`config.mk`:
```
export PLATFORM = sky130hd
export DESIGN_NAME = rolling_code_pulse_decoder_top
export DESIGN_NICKNAME = d
export VERILOG_FILES = /design/src/hdl/rcpd_pkg.sv /design/src/hdl/rcpd_regs.sv /design/src/hdl/rcpd_core.sv /design/src/hdl/rcpd_outbuf.sv /design/src/hdl/rolling_code_pulse_decoder_top.sv
export VERILOG_INCLUDE_DIRS = /design/src /design/src/hdl
export SDC_FILE = /design/constraint.sdc
export NUM_CORES = 1
export LEC_CHECK = 0
export BUFFER_PORTS_ARGS = -buffer_cell sky130_fd_sc_hd__buf_2
export CORE_MARGIN = 2
export CORE_UTILIZATION = 30
export CTS_BUF_LIST = sky130_fd_sc_hd__clkbuf_8
export DETAILED_ROUTE_END_ITERATION = 6
export SYNTH_ARGS = -nofsm -noshare
export SYNTH_HDL_FRONTEND = slang
export SYNTH_SLANG_ARGS = --single-unit
```
`constraint.sdc`:
```
create_clock -name clk -period 5.9 [get_ports clk]
set_input_delay 0.295 -clock clk [delete_from_list [all_inputs] [get_ports clk]]
set_output_delay 0.295 -clock clk [all_outputs]
set_load 0.05 [all_outputs]
```
`src/hdl/assert_macros.svh`:
```
// ---------------------------------------------------------------------------
// Assertion macros shared by the decoder RTL
// ---------------------------------------------------------------------------
`ifndef ASSERT_MACROS_SVH
`define ASSERT_MACROS_SVH

// Same-cycle implication, sampled on clk, idle during reset
`define ASSERT_IMP(label, ante, cons, msg) \
	label: assert property (@(posedge clk) disable iff (!arst_n) (ante) |-> (cons)) \
		else $error(msg);

// Next-cycle implication, sampled on clk, idle during reset
`define ASSERT_NEXT(label, ante, cons, msg) \
	label: assert property (@(posedge clk) disable iff (!arst_n) (ante) |=> (cons)) \
		else $error(msg);

`endif

```
`src/hdl/rcpd_pkg.sv`:
```
`timescale 1ns / 1ps
// ---------------------------------------------------------------------------
// rcpd_pkg
// Types, codes and constants of the rolling-code pulse decoder.
// ---------------------------------------------------------------------------
package rcpd_pkg;

	// Item modes
	localparam logic [1:0] MODE_EDGE  = 2'd0;
	localparam logic [1:0] MODE_REARM = 2'd1;
	localparam logic [1:0] MODE_STOP  = 2'd2;

	// Reported status codes
	localparam logic [1:0] STATUS_OFF    = 2'd0;
	localparam logic [1:0] STATUS_LISTEN = 2'd1;
	localparam logic [1:0] STATUS_SYNC   = 2'd2;
	localparam logic [1:0] STATUS_READY  = 2'd3;

	// Register indexes (byte address bits [3:2])
	localparam logic [1:0] REG_NOMINAL   = 2'd0;
	localparam logic [1:0] REG_TOLERANCE = 2'd1;
	localparam logic [1:0] REG_NOISE     = 2'd2;
	localparam logic [1:0] REG_PREAMBLE  = 2'd3;

	localparam int ADDR_W = 4;

	// Register reset values
	localparam logic [15:0] NOMINAL_RST   = 16'd400;
	localparam logic [15:0] TOLERANCE_RST = 16'd100;
	localparam logic [15:0] NOISE_RST     = 16'd100;
	localparam logic [7:0]  PREAMBLE_RST  = 8'd10;

	// Frame layout
	localparam int WORD_BITS = 32;
	localparam int FRAME_BITS = 66;
	localparam int BCNT_W = 7;
	localparam logic [BCNT_W-1:0] HOP_END   = BCNT_W'(WORD_BITS);
	localparam logic [BCNT_W-1:0] FIXED_END = BCNT_W'(2 * WORD_BITS);
	localparam logic [BCNT_W-1:0] FRAME_END = BCNT_W'(FRAME_BITS);
	localparam logic [BCNT_W-1:0] LAST_BIT  = BCNT_W'(FRAME_BITS - 1);

	localparam logic [7:0] PREAMBLE_MAX = 8'd255;

	// Receiver phase, one-hot
	typedef enum logic [3:0] {
		PH_OFF    = 4'b0001,
		PH_LISTEN = 4'b0010,
		PH_SYNC   = 4'b0100,
		PH_READY  = 4'b1000
	} phase_t;

	typedef struct packed {
		logic [1:0]  mode;
		logic        level_after_edge;
		logic [15:0] interval_us;
	} item_t;

	typedef struct packed {
		logic [1:0]  status;
		logic [31:0] hopping_code;
		logic [31:0] fixed_code;
		logic [1:0]  frame_flags;
	} result_t;

	typedef struct packed {
		logic [15:0] nominal_pulse_us;
		logic [15:0] tolerance_us;
		logic [15:0] noise_floor_us;
		logic [7:0]  min_preamble;
	} cfg_t;

	// Core state seen by the top-level checks
	typedef struct packed {
		logic              ready_phase;
		logic [BCNT_W-1:0] bit_count;
	} core_mon_t;

	// Output buffer occupancy
	typedef struct packed {
		logic head_valid;
		logic skid_valid;
	} ob_mon_t;

endpackage

```
`src/hdl/rcpd_regs.sv`:
```
`timescale 1ns / 1ps
// ---------------------------------------------------------------------------
// rcpd_regs
// APB-style configuration registers with read-back.
// ---------------------------------------------------------------------------
module rcpd_regs (
	input  logic                        clk,
	input  logic                        arst_n,
	input  logic                        psel,
	input  logic                        penable,
	input  logic                        pwrite,
	input  logic [rcpd_pkg::ADDR_W-1:0] paddr,
	input  logic [31:0]                 pwdata,
	output logic [31:0]                 prdata,
	output logic                        pready,
	output rcpd_pkg::cfg_t              cfg
);

	rcpd_pkg::cfg_t cfg_q;
	logic           wr_en;
	logic [1:0]     reg_idx;

	assign pready  = 1'b1;
	assign wr_en   = psel & penable & pwrite;
	assign reg_idx = paddr[3:2];
	assign cfg     = cfg_q;

	// Write the addressed register in the access cycle
	always_ff @(posedge clk or negedge arst_n) begin
		if (!arst_n) begin
			cfg_q.nominal_pulse_us <= rcpd_pkg::NOMINAL_RST;
			cfg_q.tolerance_us     <= rcpd_pkg::TOLERANCE_RST;
			cfg_q.noise_floor_us   <= rcpd_pkg::NOISE_RST;
			cfg_q.min_preamble     <= rcpd_pkg::PREAMBLE_RST;
		end else if (wr_en) begin
			unique case (reg_idx)
				rcpd_pkg::REG_NOMINAL:   cfg_q.nominal_pulse_us <= pwdata[15:0];
				rcpd_pkg::REG_TOLERANCE: cfg_q.tolerance_us     <= pwdata[15:0];
				rcpd_pkg::REG_NOISE:     cfg_q.noise_floor_us   <= pwdata[15:0];
				rcpd_pkg::REG_PREAMBLE:  cfg_q.min_preamble     <= pwdata[7:0];
				default: ;
			endcase
		end
	end

	// Read back
	always_comb begin
		unique case (reg_idx)
			rcpd_pkg::REG_NOMINAL:   prdata = {16'd0, cfg_q.nominal_pulse_us};
			rcpd_pkg::REG_TOLERANCE: prdata = {16'd0, cfg_q.tolerance_us};
			rcpd_pkg::REG_NOISE:     prdata = {16'd0, cfg_q.noise_floor_us};
			rcpd_pkg::REG_PREAMBLE:  prdata = {24'd0, cfg_q.min_preamble};
			default:                 prdata = 32'd0;
		endcase
	end

endmodule

```
`src/hdl/rcpd_core.sv`:
```
`timescale 1ns / 1ps
// ---------------------------------------------------------------------------
// rcpd_core
// Receiver state and the combinational next-state logic for one item (edge, rearm or stop).
// ---------------------------------------------------------------------------
module rcpd_core (
	input  logic                clk,
	input  logic                arst_n,
	input  rcpd_pkg::cfg_t      cfg,
	input  logic                take,
	input  rcpd_pkg::item_t     item,
	output rcpd_pkg::result_t   result_d,
	output rcpd_pkg::core_mon_t mon
);

	localparam int BW = rcpd_pkg::BCNT_W;

	rcpd_pkg::phase_t phase_q, phase_d;
	logic [7:0]       pre_cnt_q, pre_cnt_d;
	logic [BW-1:0]    bit_cnt_q, bit_cnt_d;
	logic [31:0]      hop_q, hop_d;
	logic [31:0]      fixed_q, fixed_d;
	logic [1:0]       flags_q, flags_d;
	logic [15:0]      bit_time_q, bit_time_d;
	logic [15:0]      last_high_q, last_high_d;

	logic [15:0]        hi, lo, min_w, diff;
	logic signed [17:0] lower_s, min_s;
	logic [16:0]        upper, end_thr;
	logic               in_win, square, gap;
	logic               push_en, push_val;
	logic [18:0]        hi_x8;
	logic [19:0]        hi_x12;
	logic [17:0]        hi_x3, lo_x3, bt_x3;

	assign hi = last_high_q;
	assign lo = item.interval_us;

	// Pulse width and ratio tests
	always_comb begin
		min_w   = (hi < lo) ? hi : lo;
		lower_s = $signed({2'b00, cfg.nominal_pulse_us}) - $signed({2'b00, cfg.tolerance_us});
		min_s   = $signed({2'b00, min_w});
		upper   = {1'b0, cfg.nominal_pulse_us} + {1'b0, cfg.tolerance_us};
		in_win  = (min_s >= lower_s) && ({1'b0, min_w} <= upper);
		diff    = (hi >= lo) ? (hi - lo) : (lo - hi);
		square  = diff < cfg.tolerance_us;
		hi_x8   = {hi, 3'b000};
		hi_x12  = {1'b0, hi_x8} + {2'b00, hi, 2'b00};
		gap     = ({3'b000, lo} > hi_x8) && ({4'b0000, lo} < hi_x12)
			&& (pre_cnt_q > cfg.min_preamble);
		hi_x3   = {2'b00, hi} + {1'b0, hi, 1'b0};
		lo_x3   = {2'b00, lo} + {1'b0, lo, 1'b0};
		bt_x3   = {2'b00, bit_time_q} + {1'b0, bit_time_q, 1'b0};
		end_thr = bt_x3[17:1];
	end

	// Next state for the item at the input
	always_comb begin
		phase_d     = phase_q;
		pre_cnt_d   = pre_cnt_q;
		bit_cnt_d   = bit_cnt_q;
		hop_d       = hop_q;
		fixed_d     = fixed_q;
		flags_d     = flags_q;
		bit_time_d  = bit_time_q;
		last_high_d = last_high_q;
		push_en     = 1'b0;
		push_val    = 1'b0;

		unique case (item.mode)
			rcpd_pkg::MODE_REARM: phase_d = rcpd_pkg::PH_LISTEN;
			rcpd_pkg::MODE_STOP:  phase_d = rcpd_pkg::PH_OFF;
			rcpd_pkg::MODE_EDGE: begin
				if (item.interval_us > cfg.noise_floor_us) begin
					if (item.level_after_edge) begin
						// Low time closes a pulse
						if (in_win && phase_q == rcpd_pkg::PH_LISTEN) begin
							if (square) begin
								if (pre_cnt_q != rcpd_pkg::PREAMBLE_MAX) begin
									pre_cnt_d = pre_cnt_q + 8'd1;
								end
							end else if (gap) begin
								bit_cnt_d  = '0;
								bit_time_d = '0;
								hop_d      = '0;
								fixed_d    = '0;
								flags_d    = '0;
								phase_d    = rcpd_pkg::PH_SYNC;
								pre_cnt_d  = '0;
							end else begin
								pre_cnt_d = '0;
							end
						end else if (in_win && phase_q == rcpd_pkg::PH_SYNC) begin
							if (hi < lo) begin
								if (hi_x3 > {2'b00, lo}) begin
									push_en  = 1'b1;
									push_val = 1'b1;
									if (bit_time_q == 16'd0) begin
										bit_time_d = hi;
									end
								end else begin
									phase_d   = rcpd_pkg::PH_LISTEN;
									pre_cnt_d = '0;
								end
							end else if (lo_x3 > {2'b00, hi}) begin
								push_en  = 1'b1;
								push_val = 1'b0;
							end else begin
								phase_d   = rcpd_pkg::PH_LISTEN;
								pre_cnt_d = '0;
							end
						end
					end else begin
						// High time: store it, judge the end bit
						last_high_d = item.interval_us;
						if (phase_q == rcpd_pkg::PH_SYNC && bit_cnt_q == rcpd_pkg::LAST_BIT) begin
							push_en  = 1'b1;
							push_val = {1'b0, item.interval_us} < end_thr;
						end
					end
				end
			end
			default: ;
		endcase

		// Shift the decoded bit into its word
		if (push_en && bit_cnt_q < rcpd_pkg::FRAME_END) begin
			if (bit_cnt_q < rcpd_pkg::HOP_END) begin
				hop_d = {hop_q[30:0], push_val};
			end else if (bit_cnt_q < rcpd_pkg::FIXED_END) begin
				fixed_d = {fixed_q[30:0], push_val};
			end else begin
				flags_d = {flags_q[0], push_val};
			end
			bit_cnt_d = bit_cnt_q + BW'(1);
			if (bit_cnt_d == rcpd_pkg::FRAME_END) begin
				phase_d = rcpd_pkg::PH_READY;
			end
		end
	end

	// Advance state on an accepted item
	always_ff @(posedge clk or negedge arst_n) begin
		if (!arst_n) begin
			phase_q     <= rcpd_pkg::PH_LISTEN;
			pre_cnt_q   <= '0;
			bit_cnt_q   <= '0;
			hop_q       <= '0;
			fixed_q     <= '0;
			flags_q     <= '0;
			bit_time_q  <= '0;
			last_high_q <= '0;
		end else if (take) begin
			phase_q     <= phase_d;
			pre_cnt_q   <= pre_cnt_d;
			bit_cnt_q   <= bit_cnt_d;
			hop_q       <= hop_d;
			fixed_q     <= fixed_d;
			flags_q     <= flags_d;
			bit_time_q  <= bit_time_d;
			last_high_q <= last_high_d;
		end
	end

	// Encode the phase as a status code
	always_comb begin
		unique case (phase_d)
			rcpd_pkg::PH_OFF:    result_d.status = rcpd_pkg::STATUS_OFF;
			rcpd_pkg::PH_LISTEN: result_d.status = rcpd_pkg::STATUS_LISTEN;
			rcpd_pkg::PH_SYNC:   result_d.status = rcpd_pkg::STATUS_SYNC;
			rcpd_pkg::PH_READY:  result_d.status = rcpd_pkg::STATUS_READY;
			default:             result_d.status = rcpd_pkg::STATUS_OFF;
		endcase
		result_d.hopping_code = hop_d;
		result_d.fixed_code   = fixed_d;
		result_d.frame_flags  = flags_d;
	end

	assign mon.ready_phase = (phase_q == rcpd_pkg::PH_READY);
	assign mon.bit_count   = bit_cnt_q;

endmodule

```
`src/hdl/rcpd_outbuf.sv`:
```
`timescale 1ns / 1ps
// ---------------------------------------------------------------------------
// rcpd_outbuf
// Two-entry result buffer: an output register and a skid entry behind it.
// ---------------------------------------------------------------------------
module rcpd_outbuf (
	input  logic              clk,
	input  logic              arst_n,
	input  logic              push,
	input  rcpd_pkg::result_t din,
	output logic              space,
	output logic              result_valid,
	input  logic              result_ready,
	output rcpd_pkg::result_t result,
	output rcpd_pkg::ob_mon_t mon
);

	logic              head_valid_q, skid_valid_q;
	rcpd_pkg::result_t head_q, skid_q;
	logic              pop;

	assign pop          = head_valid_q & result_ready;
	assign space        = ~skid_valid_q;
	assign result_valid = head_valid_q;
	assign result       = head_q;

	// Control: head refills from skid first, then from the new item
	always_ff @(posedge clk or negedge arst_n) begin
		if (!arst_n) begin
			head_valid_q <= 1'b0;
			skid_valid_q <= 1'b0;
		end else if (pop) begin
			if (skid_valid_q) begin
				skid_valid_q <= push;
			end else begin
				head_valid_q <= push;
			end
		end else if (!head_valid_q) begin
			head_valid_q <= push;
		end else if (push) begin
			skid_valid_q <= 1'b1;
		end
	end

	// Payload moves with the control above
	always_ff @(posedge clk) begin
		if (pop) begin
			if (skid_valid_q) begin
				head_q <= skid_q;
				if (push) begin
					skid_q <= din;
				end
			end else if (push) begin
				head_q <= din;
			end
		end else if (!head_valid_q) begin
			if (push) begin
				head_q <= din;
			end
		end else if (push) begin
			skid_q <= din;
		end
	end

	assign mon.head_valid = head_valid_q;
	assign mon.skid_valid = skid_valid_q;

endmodule

```
`src/hdl/rolling_code_pulse_decoder_top.sv`:
```
`timescale 1ns / 1ps
// ---------------------------------------------------------------------------
// rolling_code_pulse_decoder_top
// Pulse-width decoder for a 66-bit rolling-code frame, one edge per item.
// ---------------------------------------------------------------------------
//  Channel   Handshake                 Payload
//  item      item_valid / item_ready   rcpd_pkg::item_t
//  result    result_valid/result_ready rcpd_pkg::result_t
//  config    APB psel/penable/pwrite   paddr[3:2] index, pwdata[15:0]
//
//  One item per clock while item_ready is high; its result is in the output register
//  the next cycle, or in the skid entry while the output register holds an earlier result.
//  The receiver state updates in the cycle the item is accepted.
//  A two-entry buffer (output register plus skid) holds results; item_ready
//  drops only while both entries are full.
//  Reset: receiver listening, words and counts zero, registers at defaults.
// ---------------------------------------------------------------------------
`include "assert_macros.svh"

module rolling_code_pulse_decoder_top (
	input  logic                        clk,
	input  logic                        arst_n,
	input  logic                        psel,
	input  logic                        penable,
	input  logic                        pwrite,
	input  logic [rcpd_pkg::ADDR_W-1:0] paddr,
	input  logic [31:0]                 pwdata,
	output logic [31:0]                 prdata,
	output logic                        pready,
	input  logic                        item_valid,
	output logic                        item_ready,
	input  rcpd_pkg::item_t             item,
	output logic                        result_valid,
	input  logic                        result_ready,
	output rcpd_pkg::result_t           result
);

	rcpd_pkg::cfg_t      cfg;
	rcpd_pkg::result_t   next_result;
	rcpd_pkg::core_mon_t core_mon;
	rcpd_pkg::ob_mon_t   ob_mon;
	logic                take;
	logic                space;

	assign item_ready = space;
	assign take       = item_valid & space;

	rcpd_regs u_regs (
		.clk     (clk),
		.arst_n  (arst_n),
		.psel    (psel),
		.penable (penable),
		.pwrite  (pwrite),
		.paddr   (paddr),
		.pwdata  (pwdata),
		.prdata  (prdata),
		.pready  (pready),
		.cfg     (cfg)
	);

	rcpd_core u_core (
		.clk      (clk),
		.arst_n   (arst_n),
		.cfg      (cfg),
		.take     (take),
		.item     (item),
		.result_d (next_result),
		.mon      (core_mon)
	);

	rcpd_outbuf u_outbuf (
		.clk          (clk),
		.arst_n       (arst_n),
		.push         (take),
		.din          (next_result),
		.space        (space),
		.result_valid (result_valid),
		.result_ready (result_ready),
		.result       (result),
		.mon          (ob_mon)
	);

	// Checks
	`ASSERT_IMP(a_skid_behind_head, ob_mon.skid_valid, ob_mon.head_valid, "skid full, head empty")
	`ASSERT_NEXT(a_take_gives_result, take, result_valid, "accepted item left no result")
	`ASSERT_IMP(a_ready_has_frame, core_mon.ready_phase, core_mon.bit_count == rcpd_pkg::FRAME_END, "frame ready without 66 bits")
	`ASSERT_IMP(a_bit_count_bound, 1'b1, core_mon.bit_count <= rcpd_pkg::FRAME_END, "bit count past frame length")

endmodule
```
==> results of run 1 <==
==> state kept, by name (all words and copies together), names as in the netlist <==
signal,count
u_core.bit_cnt_q,7
u_core.bit_time_q,16
u_core.fixed_q,32
u_core.flags_q,2
u_core.hi,16
u_core.hop_q,32
u_core.phase_q,4
u_core.pre_cnt_q,8
u_outbuf.result,68
u_outbuf.result_valid,1
u_outbuf.skid_q,68
u_outbuf.skid_valid_q,1
u_regs.cfg,56
==> power by group through the flow <==
stage                     logic, uW  registers [uW]  clock network (uW)
after global placement         8220            3220                   0
after detailed placement       8270            3230                   0
final                          8730            3190                2240
after CTS                      8370            3190                2300
after global routing           9680            3250                2400
after floorplan                5060            3960                   0
==> path summary, 6_finish.rpt <==
kind	startpoint	slack, ns	cells past startpoint	endpoint
max	u_regs.cfg[26]	0.22	28	u_core.pre_cnt_q[6]
min	item[10]	0.07	4	u_core.hi[10]
max reg2reg	u_regs.cfg[26]	0.22	28	u_core.pre_cnt_q[6]
min reg2reg	u_core.fixed_q[31]	0.54	1	u_core.fixed_q[31]
max in group asynchronous	arst_n	4.44	3	u_core.hop_q[31]
min in group asynchronous	arst_n	0.23	2	u_core.hi[10]
==> cell type report <==
class / count / area [um2] / share of cell area
Sequential cell: 311 / 8481 / 0.3044
Multi-Input combinational cell: 1951 / 13850 / 0.4972
Clock buffer: 66 / 908.4 / 0.03261
Timing Repair Buffer: 324 / 2412 / 0.08660
Inverter: 158 / 593.1 / 0.02129
Tap cell: 1040 / 1301 / 0.04671
Clock inverter: 42 / 311.5 / 0.01118
==> metal layers <==
| metal | GRT usage | share of wire |
|---|---|---|
| met5 | 0 | 0 |
| met2 | 0.2675 | 0.46 |
| met1 | 0.2265 | 0.46 |
| met4 | 0.04563 | 0.023 |
| met3 | 0.02762 | 0.055 |
==> cells in the final DEF (no fill, tap or decap), types with 12 or more instances in the layout <==
cell,n
nand2_1,421
o21ai_0,206
conb_1,17
a21o_1,62
nand4_1,26
buf_12,15
o211ai_1,17
a221o_1,65
dlygate4sd3_1,24
edfxtp_1,136
buf_2,128
nor3_1,22
a21oi_1,110
xor2_1,25
clkbuf_8,67
dfstp_2,12
and3_1,22
and2_1,12
nand3_1,105
nor2_1,83
inv_1,177
mux2i_1,31
buf_4,151
mux2_2,27
nand2b_1,18
nor2b_1,24
o21bai_1,25
dfrtp_1,161
o21a_1,24
ha_1,263
xnor2_1,62
a22o_1,60
a31oi_1,17
==> critical path: cells and delay by family, from the launching register on <==
kind / cells / cell delay, ns
AO/OA/AOI/OAI: 15 / 2.64
adder cells (fa/ha/maj): 2 / 0.65
buffers and inverters: 7 / 1.06
flip-flops: 1 / 0.55
AND/OR/NAND/NOR: 4 / 0.61
==> metrics by stage <==
| step | area (um2) | hold slack (ns) |
|---|---|---|
| global route | 27860 | 0.05478 |
| CTS | 27550 | 0.003705 |
| detailed placement | 26070 | 0.3949 |
| global placement | 26070 | 0.3927 |
| finish | 27860 | 0.06691 |
| floorplan | 23450 | -0.0005911 |
==> kinds of logic after synthesis <==
| group | after synthesis |
|---|---|
| mux | 67 |
| simple gates | 801 |
| xor+xnor | 87 |
| flops | 311 |
| fa+ha+maj | 270 |
| other cells | 2 |
| compound gates | 708 |
| buf+inv | 302 |
==> timing repair <==
action,in CTS,in global routing
pin swaps,0,11
hold buffers,24,0
cloned,0,3
resized for setup,5,37
setup endpoints to repair,91,236
setup buffers,0,14
endpoints found under the hold margin,131,0
==> results.sh, run 1 <==
export IMPL_outcome="completed"
export IMPL_syn_to_final_growth_pct=19.10
export IMPL_fin_cells=3892
export IMPL_total_power_uw=14160
export IMPL_root_buffer="clkbuf_8"
export IMPL_start_util=0.3024
export IMPL_grt_usage=0.1651
export IMPL_start_kind="flip-flop"
export IMPL_drcViolationCount=0
export IMPL_post_route_util=0.3602
export IMPL_drive_gt1_frac=0.1715
export IMPL_async_reset_ff_frac=0.5627
export IMPL_grt_pass1_wl_mm=107.4
export IMPL_post_place_cells=3743
export IMPL_clkPwrFrac=0.158
export IMPL_tns_ns=0
export IMPL_end_kind="flip-flop"
export IMPL_synth_simple_area_share=0.1568
export IMPL_clockBufferDepth=3
export IMPL_nets=3136
export IMPL_fin_ws_ns=0.2223
export IMPL_post_place_ws_ns=-0.2109
export IMPL_synth_top_cell_area_share=0.1746
export IMPL_worst_slew_pin_slew_ns=1.186
export IMPL_vdd_drop_max_v=0.0002809
export IMPL_syn_inst=2548
export IMPL_numCtsBuffers=58
export IMPL_n_fill_cell=7964
export IMPL_viasPerCell=5.127
export IMPL_clock_fmax_ghz=0.1761
export IMPL_antenna_found_initial=1
export IMPL_dr_first_iter_drc_count=1331
export IMPL_ios=165
export IMPL_ys_flop_type="dfrtp_1"
export IMPL_synth_area_top_cells="edfxtp_1 (17%), dfrtp_1 (17%), ha_1 (14%), nand2_1 (6.8%), o21ai_0 (4.6%)"
export IMPL_synthAdderAreaFrac=0.1467
export IMPL_cap_violations=0
export IMPL_clock_sinks=311
export IMPL_path_max_fanout=12
export IMPL_htreeDepth=2
export IMPL_power_density_nw_per_um2=508.3
export IMPL_comb_power_share=0.617
export IMPL_netlist_area_um2=23390
export IMPL_synth_largest_area_cell="edfxtp_1"
export IMPL_grt_overflow_total=0
export IMPL_die_h_um=283.2
export IMPL_synth_compound_area_frac=0.2093
export IMPL_grt_max_degree=75
export IMPL_relSlewSlack=0.2085
export IMPL_swShare=0.4722
export IMPL_die_x_um=283.2
export IMPL_row_count=102
export IMPL_p_int_uw=7473
export IMPL_crit_top_cell="buf_4"
export IMPL_antennaDiodeCount=0
export IMPL_detail_route_antenna_nets=0
export IMPL_crit_slowest_cell="dfstp_2"
export IMPL_criticalPathCategory="reg2reg"
export IMPL_clkTransAtPathRegs_ns=0.06
export IMPL_cp_required_ns=6.47
export IMPL_synth_top_cells_by_count="nand2_1 (422), ha_1 (263), o21ai_0 (213)"
export IMPL_avgSynthCellArea_um2=9.179
export IMPL_seq_area_frac_synth=0.3625
export IMPL_slowest_delay_ns=0.55
export IMPL_die_area_um2=80210
export IMPL_dpl_hpwl_mm=49.59
export IMPL_vias=19956
export IMPL_yosysWarnings=0
export IMPL_drv_slew=0
export IMPL_ys_ff_latch=311
export IMPL_cp_arrival_ns=6.25
export IMPL_worstSkewPairLatency_ns=0.71
export IMPL_finalHoldViolations=0
export IMPL_first_global_vias=18729
export IMPL_wl_mm=68.82
export IMPL_yosysMostFrequentCell="nand2_1"
export IMPL_pwr_share_seq=0.225
export IMPL_synth_mux_area_frac=0.03493
export IMPL_synth_edf_count=136
export IMPL_drt_pre_antenna_iters=5
export IMPL_synth_xor_area_share=0.03258
export IMPL_fin_crit_ns=5.678
export IMPL_synth_top_family_by_area="compound AO/OA/AOI/OAI gates"
export IMPL_fin_crit_sh=0.9623
export IMPL_place_congestion=0.8873
export IMPL_setup_viol=0
export IMPL_ys_types=93
export IMPL_cts_tree="done"
export IMPL_worst_clock_skew_ns=0.04951
export IMPL_wl_per_cell_um=17.68
export IMPL_hold_class="in2reg"
export IMPL_portBuffers=129
export IMPL_p_sw_uw=6686
export IMPL_core_um2=77340
export IMPL_p_leak_uw=0.01278
No activity file was read; power rests on OpenSTA's default activity.
==> run 2, diff against run 1 <==
--- a/config.mk
+++ b/config.mk
@@ -7,10 +7,14 @@
 export NUM_CORES = 1
 export LEC_CHECK = 0
 export BUFFER_PORTS_ARGS = -buffer_cell sky130_fd_sc_hd__buf_2
+export CELL_PAD_IN_SITES_DETAIL_PLACEMENT = 1
+export CELL_PAD_IN_SITES_GLOBAL_PLACEMENT = 1
 export CORE_MARGIN = 2
-export CORE_UTILIZATION = 30
+export CORE_UTILIZATION = 44
 export CTS_BUF_LIST = sky130_fd_sc_hd__clkbuf_8
 export DETAILED_ROUTE_END_ITERATION = 6
+export PLACE_DENSITY_LB_ADDON = 0.1
+export SETUP_SLACK_MARGIN = 0.4
 export SYNTH_ARGS = -nofsm -noshare
 export SYNTH_HDL_FRONTEND = slang
 export SYNTH_SLANG_ARGS = --single-unit
==> run 2 against run 1 <==
Die area decreased by 31%. Core utilization increased by 19 points. Flip-flop and latch count unchanged. Cell area increased by 4.4%. Combinational power increased by 14%. First-iteration DRC count increased by 0.45%. Critical path depth unchanged. Global-route usage increased by 12 points. Sequential power about the same. Largest cell class unchanged. Largest power group unchanged. Highest routed layer is now met5.
==> results.sh, run 2 (synthesized netlist as in run 1, its figures left out) <==
export IMPL_outcome="completed"
export IMPL_portBuffers=129
export IMPL_fin_crit_sh=0.9468
export IMPL_fin_hold_ws_ns=0.06682
export IMPL_relSlewSlack=0.1919
export IMPL_worst_clock_skew_ns=0.02864
export IMPL_pwr_share_seq=0.210
export IMPL_cap_violations=0
export IMPL_numCtsBuffers=55
export IMPL_dr_first_iter_drc_count=1337
export IMPL_hold_class="in2reg"
export IMPL_multi_input_area_um2=14500
export IMPL_htreeDepth=2
export IMPL_wl_per_cell_um=23.10
export IMPL_crit_top_cell="buf_6"
export IMPL_drcViolationCount=0
export IMPL_n_fill_cell=5901
export IMPL_row_count=84
export IMPL_start_util=0.4451
export IMPL_grt_pass1_wl_mm=123.5
export IMPL_grt_usage=0.2861
export IMPL_drv_slew=0
export IMPL_core_um2=52550
export IMPL_antenna_found_initial=1
export IMPL_drive_gt1_frac=0.2284
export IMPL_clockBufferDepth=3
export IMPL_timing_critical_path_buf_inv=9
export IMPL_finalHoldViolations=0
export IMPL_clkPwrFrac=0.134
export IMPL_syn_to_final_growth_pct=24.39
export IMPL_nets=3201
export IMPL_path_max_fanout=4
export IMPL_criticalPathCategory="reg2reg"
export IMPL_die_area_um2=55020
export IMPL_rsz0062_at_grt="true"
export IMPL_cp_required_ns=6.51
export IMPL_worst_slew_pin_slew_ns=1.211
export IMPL_post_route_util=0.5536
export IMPL_die_x_um=234.6
export IMPL_p_sw_uw=7307
export IMPL_vias=21333
export IMPL_clock_sinks=311
export IMPL_critPathTopFamily="compound AO/OA/AOI/OAI gates"
export IMPL_final_common_cell="nand2_1"
export IMPL_cp_arrival_ns=6.19
export IMPL_end_kind="flip-flop"
export IMPL_grt_max_degree=89
export IMPL_drt_pre_antenna_iters=5
export IMPL_wl_mm=83.17
export IMPL_dpl_hpwl_mm=55.24
export IMPL_root_buffer="clkbuf_8"
export IMPL_detail_route_antenna_nets=0
export IMPL_ios=165
export IMPL_vdd_drop_max_v=0.0003561
export IMPL_clock_fmax_ghz=0.1790
export IMPL_die_h_um=234.6
export IMPL_dpl_cell_area_um2=25550
export IMPL_swShare=0.4796
export IMPL_fin_crit_ns=5.586
export IMPL_fin_area_um2=29090
export IMPL_layout_common_cells="nand2_1 (397), ha_1 (254), o21ai_0 (190)"
export IMPL_place_congestion=0.8990
export IMPL_slowest_delay_ns=0.56
export IMPL_grt_overflow_total=0
export IMPL_final_seq_area_um2=8482
export IMPL_p_leak_uw=0.01352
export IMPL_setup_viol=0
export IMPL_p_int_uw=7929
export IMPL_viasPerCell=5.924
export IMPL_cts_tree="done"
export IMPL_worstSkewPairLatency_ns=0.68
export IMPL_clkTransAtPathRegs_ns=0.07
export IMPL_power_density_nw_per_um2=523.7
export IMPL_crit_slowest_cell="dfstp_2"
export IMPL_first_global_vias=22222
export IMPL_start_kind="flip-flop"
export IMPL_comb_power_share=0.656
==> run 2: cell count changes in the layout (fill, tap and decap cells not counted), moves of 9 or more <==
cell       before  now
clkbuf_16       2   13
nand3_1       105   78
o21ai_1        10   20
buf_6           3   30
o21ai_0       206  190
nand2_2         0   17
nand3_2         2   28
buf_4         151  161
ha_1          263  254
nand2_1       421  397
buf_16          0   12
==> run 2: power groups by stage <==
stage	combinational, uW	clock (uW)	sequential, uW
after detailed placement	8520	0	3230
after floorplan	5070	0	3960
final	9990	2040	3210
after global placement	8170	0	3210
after CTS	9290	2070	3200
after global routing	10900	2170	3250
==> run 2: worst register-to-register path, delay by kind of cell (launching register included) <==
kind,cells,cell delay (ns)
AOI/OAI and AO/OA,14,2.67
adders and majority gates,2,0.58
buffers and inverters,9,1.06
DFF,1,0.56
and+or+nand+nor,3,0.65
==> run 2: routing by layer <==
layer / vias up / GRT usage / part of all wire
met5: - / 0 / 0.00014
met4: 2 / 0.1075 / 0.037
met3: 197 / 0.03295 / 0.040
met2: 560 / 0.5200 / 0.51
met1: 10659 / 0.3454 / 0.41
li1: 9915 / - / -
==> run 2: area by class of cell <==
type                            instances  share of cell area
Antenna cell                            1          0.00008601
Clock buffer                           64             0.03028
Clock inverter                         36            0.007010
Inverter                              158             0.02056
Multi-Input combinational cell       1950              0.4985
Sequential cell                       311              0.2915
Tap cell                              688             0.02959
Timing Repair Buffer                  393              0.1224
==> run 2: path summary, 6_finish.rpt <==
check	start	to	slack [ns]	cells past startpoint
hold reg to reg	u_core.hop_q[31]	u_core.hop_q[31]	0.54	1
min in group asynchronous	arst_n	u_regs.cfg[36]	0.16	2
setup / recovery	u_regs.cfg[26]	u_core.bit_cnt_q[2]	0.31	28
max in group asynchronous	arst_n	u_core.fixed_q[18]	4.37	3
hold / removal	item[15]	u_core.hi[15]	0.07	4
setup reg to reg	u_regs.cfg[26]	u_core.bit_cnt_q[2]	0.31	28
==> run 2: through the flow <==
| step | setup slack, ns | instances | TNS (ns) | total power [uW] |
|---|---|---|---|---|
| 2_1_floorplan | 0.4001 | 2563 | 0 | 9026 |
| 3_3_place_gp | -0.1647 | 3382 | -19.04 | 11380 |
| 3_5_place_dp | -0.3286 | 3382 | -48.71 | 11760 |
| 4_1_cts | 0.3047 | 3556 | 0 | 14560 |
| 5_1_grt | 0.08840 | 3600 | 0 | 16280 |
| 6_report | 0.3137 | 3601 | 0 | 15240 |
==> run 2: what timing repair did <==
action,in CTS,in global routing
gates cloned,12,18
setup buffers,40,26
pin swaps,76,105
hold buffers,22,0
endpoints found under the setup margin,236,236
gates resized for setup,110,148
endpoints found under the hold margin,113,0
